==> config.mk <==
export PLATFORM = sky130hd
export DESIGN_NAME = clock_sweep_cache
export DESIGN_NICKNAME = d
export VERILOG_FILES = /design/src/rtl/core/csc_pkg.sv /design/src/rtl/core/csc_cell.sv /design/src/rtl/core/clock_sweep_cache.sv
export SDC_FILE = /design/constraint.sdc
export NUM_CORES = 2
export LEC_CHECK = 0
export ABC_AREA = 1
export BUFFER_PORTS_ARGS = -buffer_cell sky130_fd_sc_hd__buf_4
export CORE_AREA = 4 4 493 373
export DETAILED_ROUTE_END_ITERATION = 10
export DIE_AREA = 0 0 497 377
export PLACE_DENSITY = 0.66
export SYNTH_ARGS = -nofsm -noshare
export SYNTH_HDL_FRONTEND = slang
export SYNTH_SLANG_ARGS = --single-unit
==> constraint.sdc <==
create_clock -name clk -period 7.8 [get_ports clk]
set_input_delay 2.34 -clock clk [delete_from_list [all_inputs] [get_ports clk]]
set_output_delay 2.34 -clock clk [all_outputs]
set_load 0.1 [all_outputs]
==> src/rtl/core/csc_pkg.sv <==
// csc_pkg: shared types and constants of the clock sweep cache
// used by csc_cell, clock_sweep_cache and csc_checker; no dependencies

package csc_pkg;

  // defaults for the top level parameters
  localparam int FRAMES_DEF     = 16;
  localparam int KEY_BITS_DEF   = 32;
  localparam int VALUE_BITS_DEF = 32;

  // fixed field widths
  localparam int CFG_BITS = 5;
  localparam int FI_BITS  = 4;

  localparam logic [CFG_BITS-1:0] CFG_RESET = 5'd16;

  // action codes of an input item
  localparam logic ACT_ACCESS = 1'b0;
  localparam logic ACT_INSERT = 1'b1;

  // control flags of the token that walks the cell row
  typedef struct packed {
    logic valid;       // token present in this stage
    logic sweep;       // replacement sweep, otherwise lookup
    logic found;       // hit (lookup) or victim (sweep) taken
    logic free_found;  // lowest free active frame recorded
  } pkt_ctl_t;

endpackage

==> src/rtl/core/csc_cell.sv <==
// csc_cell: one frame of the clock sweep cache plus one stage of the token row
// depends on csc_pkg

module csc_cell #(
  parameter int FRAMES     = csc_pkg::FRAMES_DEF,
  parameter int KEY_BITS   = csc_pkg::KEY_BITS_DEF,
  parameter int VALUE_BITS = csc_pkg::VALUE_BITS_DEF,
  parameter int CELL_IDX   = 0
) (
  input  logic                                    clk,
  input  logic                                    rst_n,
  input  logic [$clog2(FRAMES+1)-1:0]             act,
  input  logic                                    req_action,
  input  logic [KEY_BITS-1:0]                     req_key,
  input  logic [VALUE_BITS-1:0]                   req_value,
  input  csc_pkg::pkt_ctl_t                       inj_ctl,
  input  logic [((FRAMES > 1) ? $clog2(FRAMES) : 1)-1:0] inj_at,
  input  logic                                    wr_en,
  input  logic [((FRAMES > 1) ? $clog2(FRAMES) : 1)-1:0] wr_at,
  input  csc_pkg::pkt_ctl_t                       prev_ctl,
  input  logic [((FRAMES > 1) ? $clog2(FRAMES) : 1)-1:0] prev_idx,
  input  logic [((FRAMES > 1) ? $clog2(FRAMES) : 1)-1:0] prev_free_idx,
  input  logic [VALUE_BITS-1:0]                   prev_val,
  input  logic [KEY_BITS-1:0]                     prev_evk,
  output csc_pkg::pkt_ctl_t                       ctl_q,
  output logic [((FRAMES > 1) ? $clog2(FRAMES) : 1)-1:0] idx_q,
  output logic [((FRAMES > 1) ? $clog2(FRAMES) : 1)-1:0] free_idx_q,
  output logic [VALUE_BITS-1:0]                   val_q,
  output logic [KEY_BITS-1:0]                     evk_q
);

  localparam int IW = (FRAMES > 1) ? $clog2(FRAMES) : 1;
  localparam int CW = $clog2(FRAMES + 1);
  localparam logic [IW-1:0] MY_IDX = IW'(CELL_IDX);

  // frame contents
  logic [KEY_BITS-1:0]   key_r, key_nxt;
  logic [VALUE_BITS-1:0] val_r, val_nxt;
  logic                  occ_r, occ_nxt;
  logic                  ref_r, ref_nxt;

  // token stage
  csc_pkg::pkt_ctl_t     ctl_r, ctl_nxt;
  logic [IW-1:0]         idx_r, idx_nxt;
  logic [IW-1:0]         free_r, free_nxt;
  logic [VALUE_BITS-1:0] pval_r, pval_nxt;
  logic [KEY_BITS-1:0]   evk_r, evk_nxt;

  logic take_inj;
  logic is_act;

  assign take_inj = inj_ctl.valid && (inj_at == MY_IDX);
  assign is_act   = (CW'(CELL_IDX) < act);

  always_comb begin
    key_nxt = key_r;
    val_nxt = val_r;
    occ_nxt = occ_r;
    ref_nxt = ref_r;

    if (take_inj) begin
      ctl_nxt  = inj_ctl;
      idx_nxt  = '0;
      free_nxt = '0;
      pval_nxt = '0;
      evk_nxt  = '0;
    end else begin
      ctl_nxt  = prev_ctl;
      idx_nxt  = prev_idx;
      free_nxt = prev_free_idx;
      pval_nxt = prev_val;
      evk_nxt  = prev_evk;
    end

    if (ctl_nxt.valid && !ctl_nxt.sweep) begin
      // lookup: at most one occupied frame holds the key
      if (occ_r && (key_r == req_key) && !ctl_nxt.found) begin
        ctl_nxt.found = 1'b1;
        idx_nxt       = MY_IDX;
        ref_nxt       = 1'b1;
        if (req_action == csc_pkg::ACT_INSERT) begin
          val_nxt = req_value;
        end else begin
          pval_nxt = val_r;
        end
      end
      if (!ctl_nxt.free_found && !occ_r && is_act) begin
        ctl_nxt.free_found = 1'b1;
        free_nxt           = MY_IDX;
      end
    end else if (ctl_nxt.valid && ctl_nxt.sweep && !ctl_nxt.found && is_act) begin
      // second chance: clear and pass on, or evict here
      if (ref_r) begin
        ref_nxt = 1'b0;
      end else begin
        ctl_nxt.found = 1'b1;
        idx_nxt       = MY_IDX;
        evk_nxt       = key_r;
        key_nxt       = req_key;
        val_nxt       = req_value;
        ref_nxt       = 1'b1;
      end
    end

    // fill of a free frame
    if (wr_en && (wr_at == MY_IDX)) begin
      key_nxt = req_key;
      val_nxt = req_value;
      occ_nxt = 1'b1;
      ref_nxt = 1'b1;
    end
  end

  always_ff @(posedge clk) begin
    if (!rst_n) begin
      occ_r <= 1'b0;
      ref_r <= 1'b0;
      ctl_r <= '0;
    end else begin
      occ_r <= occ_nxt;
      ref_r <= ref_nxt;
      ctl_r <= ctl_nxt;
    end
  end

  always_ff @(posedge clk) begin
    key_r  <= key_nxt;
    val_r  <= val_nxt;
    idx_r  <= idx_nxt;
    free_r <= free_nxt;
    pval_r <= pval_nxt;
    evk_r  <= evk_nxt;
  end

  assign ctl_q      = ctl_r;
  assign idx_q      = idx_r;
  assign free_idx_q = free_r;
  assign val_q      = pval_r;
  assign evk_q      = evk_r;

endmodule

==> src/rtl/core/clock_sweep_cache.sv <==
// clock_sweep_cache: top level, controller and the row of frame cells
// depends on csc_pkg and csc_cell

// Fully associative key/value cache of FRAMES frames with clock (second-chance)
// replacement. Each frame lives in a cell of a row; a token enters the row and
// moves one cell per clock, so every frame is visited by registered logic of its
// own. An item is accepted on in_valid & in_ready and gives exactly one result
// item. For an access, an update of a present key, or an insert into a free
// frame, the result is ready once the lookup token has walked the whole row. An
// insert that must evict adds a sweep token that starts at the hand and walks to
// the end of the row, and if it finds no clear reference bit there it restarts
// at frame 0 and walks the row once more. One item is processed at a time; the
// next is taken as soon as the result sits in the output register, even if that
// result has not yet been taken. cfg_wdata sets the active frame count (0 acts as
// 1, above FRAMES acts as FRAMES); write it only while idle. Reset clears
// occupancy, reference bits and the hand at once: no clearing pass, the block is
// ready in the cycle after reset.

module clock_sweep_cache #(
  parameter int FRAMES     = csc_pkg::FRAMES_DEF,
  parameter int KEY_BITS   = csc_pkg::KEY_BITS_DEF,
  parameter int VALUE_BITS = csc_pkg::VALUE_BITS_DEF
) (
  input  logic                         clk,
  input  logic                         rst_n,
  // configuration
  input  logic                         cfg_we,
  input  logic [csc_pkg::CFG_BITS-1:0] cfg_wdata,
  // input items
  input  logic                         in_valid,
  output logic                         in_ready,
  input  logic                         in_action,
  input  logic [KEY_BITS-1:0]          in_key,
  input  logic [VALUE_BITS-1:0]        in_new_value,
  // result items
  output logic                         out_valid,
  input  logic                         out_ready,
  output logic                         out_hit,
  output logic [VALUE_BITS-1:0]        out_read_value,
  output logic [csc_pkg::FI_BITS-1:0]  out_frame_index,
  output logic                         out_evicted,
  output logic [KEY_BITS-1:0]          out_evicted_key
);

  localparam int IW   = (FRAMES > 1) ? $clog2(FRAMES) : 1;
  localparam int CW   = $clog2(FRAMES + 1);
  localparam int FI_W = csc_pkg::FI_BITS;

  typedef enum logic [4:0] {
    S_IDLE   = 5'b00001,
    S_START  = 5'b00010,
    S_LOOK   = 5'b00100,
    S_SWEEP  = 5'b01000,
    S_FINISH = 5'b10000
  } state_t;

  state_t state_r, state_nxt;

  // configuration and hand
  logic [csc_pkg::CFG_BITS-1:0] cfg_r;
  logic [CW-1:0]                act_c;
  logic [IW-1:0]                hand_r, hand_nxt;
  logic [IW-1:0]                start_c;
  logic [CW-1:0]                slot_inc_c;

  // held request
  logic                  req_action_r;
  logic [KEY_BITS-1:0]   req_key_r;
  logic [VALUE_BITS-1:0] req_value_r;

  // pending result
  logic                  res_hit_r, res_hit_nxt;
  logic [VALUE_BITS-1:0] res_rv_r, res_rv_nxt;
  logic [FI_W-1:0]       res_idx_r, res_idx_nxt;
  logic                  res_ev_r, res_ev_nxt;
  logic [KEY_BITS-1:0]   res_evk_r, res_evk_nxt;

  // output register
  logic                  out_valid_r;
  logic                  out_hit_r;
  logic [VALUE_BITS-1:0] out_rv_r;
  logic [FI_W-1:0]       out_idx_r;
  logic                  out_ev_r;
  logic [KEY_BITS-1:0]   out_evk_r;
  logic                  fin_go;

  // broadcast to the cells
  csc_pkg::pkt_ctl_t inj_ctl;
  logic [IW-1:0]     inj_at;
  logic              wr_en;
  logic [IW-1:0]     wr_at;

  // token row
  csc_pkg::pkt_ctl_t     ctl_w      [FRAMES];
  logic [IW-1:0]         idx_w      [FRAMES];
  logic [IW-1:0]         free_w     [FRAMES];
  logic [VALUE_BITS-1:0] val_w      [FRAMES];
  logic [KEY_BITS-1:0]   evk_w      [FRAMES];
  csc_pkg::pkt_ctl_t     prev_ctl_w [FRAMES];
  logic [IW-1:0]         prev_idx_w [FRAMES];
  logic [IW-1:0]         prev_free_w[FRAMES];
  logic [VALUE_BITS-1:0] prev_val_w [FRAMES];
  logic [KEY_BITS-1:0]   prev_evk_w [FRAMES];

  // token leaving the last cell
  csc_pkg::pkt_ctl_t     exit_ctl;
  logic [IW-1:0]         exit_idx;
  logic [IW-1:0]         exit_free;
  logic [VALUE_BITS-1:0] exit_val;
  logic [KEY_BITS-1:0]   exit_evk;

  assign exit_ctl  = ctl_w[FRAMES-1];
  assign exit_idx  = idx_w[FRAMES-1];
  assign exit_free = free_w[FRAMES-1];
  assign exit_val  = val_w[FRAMES-1];
  assign exit_evk  = evk_w[FRAMES-1];

  // active frame count, clamped to 1..FRAMES
  always_comb begin
    if (cfg_r == '0) begin
      act_c = CW'(1);
    end else if (int'(cfg_r) > FRAMES) begin
      act_c = CW'(FRAMES);
    end else begin
      act_c = CW'(cfg_r);
    end
  end

  // sweep restarts at frame 0 when the hand sits beyond the active frames
  assign start_c    = (CW'(hand_r) >= act_c) ? '0 : hand_r;
  assign slot_inc_c = CW'(exit_idx) + CW'(1);

  // row of cells; the first one sees an empty stage behind it
  for (genvar g = 0; g < FRAMES; g++) begin : g_cell
    if (g == 0) begin : g_head
      assign prev_ctl_w[g]  = '0;
      assign prev_idx_w[g]  = '0;
      assign prev_free_w[g] = '0;
      assign prev_val_w[g]  = '0;
      assign prev_evk_w[g]  = '0;
    end else begin : g_link
      assign prev_ctl_w[g]  = ctl_w[g-1];
      assign prev_idx_w[g]  = idx_w[g-1];
      assign prev_free_w[g] = free_w[g-1];
      assign prev_val_w[g]  = val_w[g-1];
      assign prev_evk_w[g]  = evk_w[g-1];
    end

    csc_cell #(
      .FRAMES     (FRAMES),
      .KEY_BITS   (KEY_BITS),
      .VALUE_BITS (VALUE_BITS),
      .CELL_IDX   (g)
    ) u_cell (
      .clk           (clk),
      .rst_n         (rst_n),
      .act           (act_c),
      .req_action    (req_action_r),
      .req_key       (req_key_r),
      .req_value     (req_value_r),
      .inj_ctl       (inj_ctl),
      .inj_at        (inj_at),
      .wr_en         (wr_en),
      .wr_at         (wr_at),
      .prev_ctl      (prev_ctl_w[g]),
      .prev_idx      (prev_idx_w[g]),
      .prev_free_idx (prev_free_w[g]),
      .prev_val      (prev_val_w[g]),
      .prev_evk      (prev_evk_w[g]),
      .ctl_q         (ctl_w[g]),
      .idx_q         (idx_w[g]),
      .free_idx_q    (free_w[g]),
      .val_q         (val_w[g]),
      .evk_q         (evk_w[g])
    );
  end

  assign in_ready = (state_r == S_IDLE);
  assign fin_go   = (state_r == S_FINISH) && (!out_valid_r || out_ready);

  // controller: launch tokens, decide on their exit, stage the result
  always_comb begin
    state_nxt   = state_r;
    hand_nxt    = hand_r;
    inj_ctl     = '0;
    inj_at      = '0;
    wr_en       = 1'b0;
    wr_at       = exit_free;
    res_hit_nxt = res_hit_r;
    res_rv_nxt  = res_rv_r;
    res_idx_nxt = res_idx_r;
    res_ev_nxt  = res_ev_r;
    res_evk_nxt = res_evk_r;

    unique case (state_r)
      S_IDLE: begin
        if (in_valid) begin
          state_nxt = S_START;
        end
      end

      S_START: begin
        // lookup token enters at frame 0
        inj_ctl.valid = 1'b1;
        inj_at        = '0;
        state_nxt     = S_LOOK;
      end

      S_LOOK: begin
        if (exit_ctl.valid) begin
          res_hit_nxt = 1'b0;
          res_rv_nxt  = '0;
          res_idx_nxt = '0;
          res_ev_nxt  = 1'b0;
          res_evk_nxt = '0;
          state_nxt   = S_FINISH;
          if (exit_ctl.found) begin
            // hit: the cell already set its reference bit and took the value
            res_hit_nxt = 1'b1;
            res_rv_nxt  = exit_val;
            res_idx_nxt = FI_W'(exit_idx);
          end else if (req_action_r == csc_pkg::ACT_ACCESS) begin
            // access miss leaves everything as it was
          end else if (exit_ctl.free_found) begin
            wr_en       = 1'b1;
            res_idx_nxt = FI_W'(exit_free);
          end else begin
            // every active frame occupied: start the sweep at the hand
            inj_ctl.valid = 1'b1;
            inj_ctl.sweep = 1'b1;
            inj_at        = start_c;
            state_nxt     = S_SWEEP;
          end
        end
      end

      S_SWEEP: begin
        if (exit_ctl.valid) begin
          if (exit_ctl.found) begin
            res_idx_nxt = FI_W'(exit_idx);
            res_ev_nxt  = 1'b1;
            res_evk_nxt = exit_evk;
            hand_nxt    = (slot_inc_c == act_c) ? '0 : IW'(slot_inc_c);
            state_nxt   = S_FINISH;
          end else begin
            // ran off the active frames: wrap round to frame 0
            inj_ctl.valid = 1'b1;
            inj_ctl.sweep = 1'b1;
            inj_at        = '0;
          end
        end
      end

      S_FINISH: begin
        if (fin_go) begin
          state_nxt = S_IDLE;
        end
      end

      default: begin
        state_nxt = S_IDLE;
      end
    endcase
  end

  always_ff @(posedge clk) begin
    if (!rst_n) begin
      state_r     <= S_IDLE;
      cfg_r       <= csc_pkg::CFG_RESET;
      hand_r      <= '0;
      out_valid_r <= 1'b0;
    end else begin
      state_r <= state_nxt;
      hand_r  <= hand_nxt;
      if (cfg_we) begin
        cfg_r <= cfg_wdata;
      end
      if (fin_go) begin
        out_valid_r <= 1'b1;
      end else if (out_valid_r && out_ready) begin
        out_valid_r <= 1'b0;
      end
    end
  end

  // payload registers
  always_ff @(posedge clk) begin
    if (in_valid && in_ready) begin
      req_action_r <= in_action;
      req_key_r    <= in_key;
      req_value_r  <= in_new_value;
    end
    res_hit_r <= res_hit_nxt;
    res_rv_r  <= res_rv_nxt;
    res_idx_r <= res_idx_nxt;
    res_ev_r  <= res_ev_nxt;
    res_evk_r <= res_evk_nxt;
    if (fin_go) begin
      out_hit_r <= res_hit_r;
      out_rv_r  <= res_rv_r;
      out_idx_r <= res_idx_r;
      out_ev_r  <= res_ev_r;
      out_evk_r <= res_evk_r;
    end
  end

  assign out_valid       = out_valid_r;
  assign out_hit         = out_hit_r;
  assign out_read_value  = out_rv_r;
  assign out_frame_index = out_idx_r;
  assign out_evicted     = out_ev_r;
  assign out_evicted_key = out_evk_r;

endmodule

==> impl_results.md <==
* Status: complete, no violations
* Peak supply drop at 224.1 µV
* Worst setup path start: cfg_r[1]
* Worst Path Required at 8.33 ns
* Die X at 497 µm
* Vias/cell at 5.430
* Post-synthesis instance total at 8,532
* Max Slew Vio Count at 0
* Crit path kind: flop to flop
* CP cell instances: inv_1 -> nand4_1 -> nand2_1 -> nand2_1 -> ha_1 -> nand2_1 -> nand2_1 -> nand2_1 -> nand3_4 -> nor3_2 -> nand3_2 -> o31ai_2 -> nand2_1 -> nor2_4 -> inv_2 -> nand2_1 -> buf_4
* Finished Core Util at 0.5581
* WL final at 262,600 µm
* Detailed Route Iter0 Violations at 7,725
* Critical R2R Launch: cfg_r[1]
* Worst-Margin Slew at 1.324 ns
* Crit end category: flop
* Dpl hpwl at 180,400 µm
* FFs w/ async S/R, synth at 0
* Port Buf Inserts at 146
* Post-DRT Antenna Nets at 0
* # IOs at 147
* Largest net degree at the start of global routing at 80
* GRT overflow at 0
* Total track usage at 0.2754
* Comb pwr share at 0.070
* Internal at 20.36 mW
* Worst path slowest cell: nand3_2
* CTS Buf Count at 223
* Seq pwr share at 0.524
* Synth Register Bits at 2,461
* Root Driver: clkbuf_16
* Main synth FF type: dfxtp_1
* Register area share after synthesis at 0.6903
* Pwr Density at 269.9 mW/mm²
* Setup TNS at 0 ns
* Unique masters post-synth at 54
* Max Cap Viol at 0
* WL/cell at 23.41 µm
* CTS Sinks at 2,461
* RSZ-0062 raised after global routing: false
* Worst-Skew Late Latency at 0.87 ns
* Vias in the first global route at 56,264
* Syn nets at 8,612
* Arr. time, crit path at 6.26 ns
* Syn_area_per_cell at 10.45 µm²
* Period Utilization, post-route at 0.7338
* WP buf/inv at 3
* Post-CTS setup buffer count at 0
* Residual DRC at 0
* Die ar. at 0.1874 mm²
* First-pass GRT wire length at 381,800 µm
* Clock slew at reported path FFs at 0.06 ns
* Crit-path max FO at 54
* Total iterations of the first detailed-routing run at 6
* Hold Path Origin: res_evk_r[30]
* Finished Cell Area at 0.1001 mm²
* Die height at 377 µm
* Post-route minimum period at 5.723 ns
* Clock buffer depth at 3
* CP max stage delay at 0.90 ns
* Final Skew at 0.04418 ns
* Normalized max-slew margin at 0.1163
* Number of synthesized flops with an enable pin at 1,229
* NetSw at 6.661 mW
* CTS tree: built
* Pre-CTS WS at 2.170 ns
* Final Hold Violating Endpoints at 0
* Mapped cell area at 0.08919 mm²
* Clock network fraction of total power at 0.406
* Leakage at 38.48 nW
* Synthesis-to-layout area growth at 12.24%
* Delay-heaviest family, CP: simple AND/OR/NAND/NOR gates
* Setup slack after layout at 2.077 ns
* Final nets at 8,691
* Max H-tree Level at 4
* Final setup fails at 0
* Worst Setup Start Kind: flop
* HP Class: flop to flop
* Max Clock Freq at 174.7 MHz
* Routed vias at 60,924
* Post-CTS Hold Fix Bufs at 0
* Core Box Area at 0.1794 mm²
* Gpl congestion at 0.9631
* Initial antenna violation count at 10
* DP Area at 0.09264 mm²
* Row cnt at 135
* Starting density of the core at 0.4972
* Crit path top cell by count: nand2_1
* Share of post-route cells with drive strength above 1 at 0.09420
* Switching share of total power at 0.2465
* Post-CTS Resized at 0
* Ys Warns at 0
[final cells by class]
class                           count  area (µm²)
Inverter                          857        3222
Tap cell                         2397        2999
Clock inverter                     87       770.7
Fill cell                       15426       79270
Antenna cell                       11       27.53
Timing Repair Buffer              280        2102
Sequential cell                  2461       61570
Clock buffer                      338        6676
Multi-Input combinational cell   4788       22750
[cells in the final DEF, fill, tap and decap left out, types with 19 or more instances in the layout]
cell type and instances:
clkinv_1 22, edfxtp_1 1229, o21ai_1 253, nor2_1 462, clkbuf_16 234, a21oi_1 140, clkbuf_1 61, nand4_1 127
or2_2 67, inv_1 816, clkbuf_8 43, xor2_1 70, nand2_1 1850, clkinv_2 40, xnor2_1 77, o2111ai_1 19
buf_4 280, inv_2 31, o21ai_0 642, dfxtp_1 1232, nor3_1 88, nand3_1 765, o22ai_1 48
[synth_stat cells, drive strengths merged, types with 18 or more instances]
cell | number | area (µm²)
xor2 | 70 | 613.1
edfxtp | 1229 | 36910
nand3 | 785 | 4019
o2111ai | 19 | 166.4
nor3 | 95 | 530.5
clkbuf | 208 | 785.8
inv | 849 | 3189
dfxtp | 1232 | 24660
nor2 | 496 | 1991
nand4 | 128 | 807.0
or2 | 67 | 419.2
a21oi | 145 | 729.5
o22ai | 49 | 306.5
nand2 | 1868 | 7064
xnor2 | 77 | 674.4
o21ai | 905 | 4529
o31ai | 18 | 150.2
buf | 218 | 1096
[per-stage QoR]
step	std cells	hold slack, ns	total power, mW
2_1_floorplan	8532	0.4003	15.08
6_report	11219	0.4170	27.02
3_5_place_dp	10783	0.4045	16.25
4_1_cts	11208	0.4095	27.09
3_3_place_gp	10783	0.4006	16.23
5_1_grt	11208	0.4208	27.77
[worst reg2reg max path: stages, from the launching register on]
cell	delay [ns]
dfxtp_1	0.40
inv_1	0.11
nand4_1	0.12
nand2_1	0.10
nand2_1	0.24
ha_1	0.31
nand2_1	0.08
nand2_1	0.06
nand2_1	0.13
nand3_4	0.15
nor3_2	0.45
nand3_2	0.90
o31ai_2	0.33
nand2_1	0.15
nor2_4	0.54
inv_2	0.38
nand2_1	0.59
buf_4	0.38
[layer usage]
metal  wire, µm  share of wire  GRT usage
met1     123300           0.47     0.4312
met2     101200           0.39     0.3651
met3      29230           0.11    0.07273
met4       8915          0.034    0.09261
met5         29        0.00011          0
[kinds of logic after synthesis]
family,Yosys count,share of synthesized area
AO/OA/AOI/OAI,1161,0.06827
XOR/XNOR,147,0.01443
AND/OR/NAND/NOR,3475,0.1691
adder cells (fa/ha/maj),5,0.0007014
flip-flops,2461,0.6903
buffers and inverters,1283,0.05719
[power groups by stage]
stage / Sequential, mW / Clock (mW) / Combinational (mW)
2_1_floorplan: 14.3 / 0 / 0.751
3_3_place_gp: 14.4 / 0 / 1.81
3_5_place_dp: 14.4 / 0 / 1.81
4_1_cts: 14.2 / 11.1 / 1.82
5_1_grt: 14.2 / 11.7 / 1.94
6_report: 14.2 / 11.0 / 1.90
[path summary, 6_finish.rpt]
path	cells after the start	endpoint	slack (ns)
setup / recovery	17	g_cell[8].u_cell.key_r[29]	2.08
hold / removal	0	out_evicted_key[30]	0.42
setup reg to reg	17	g_cell[8].u_cell.key_r[29]	2.08
hold reg to reg	0	out_evicted_key[30]	0.42
[flip-flops by register name (all words and copies together), names as in the netlist, 4 cells and up]
signal	flops
g_cell.u_cell.key_r	512
g_cell.u_cell.occ_r	16
out_read_value	32
req_key_r	32
g_cell.u_cell.idx_q	49
g_cell.u_cell.free_idx_q	49
g_cell.u_cell.ctl_q	63
req_value_r	32
hand_r	4
g_cell.u_cell.ref_r	16
res_evk_r	32
g_cell.u_cell.val_r	512
g_cell.u_cell.val_q	512
out_evicted_key	32
res_idx_r	4
out_frame_index	4
res_rv_r	32
cfg_r	5
g_cell.u_cell.evk_q	512
state_r	5
Note: power is estimated with default switching activity, not from simulation.
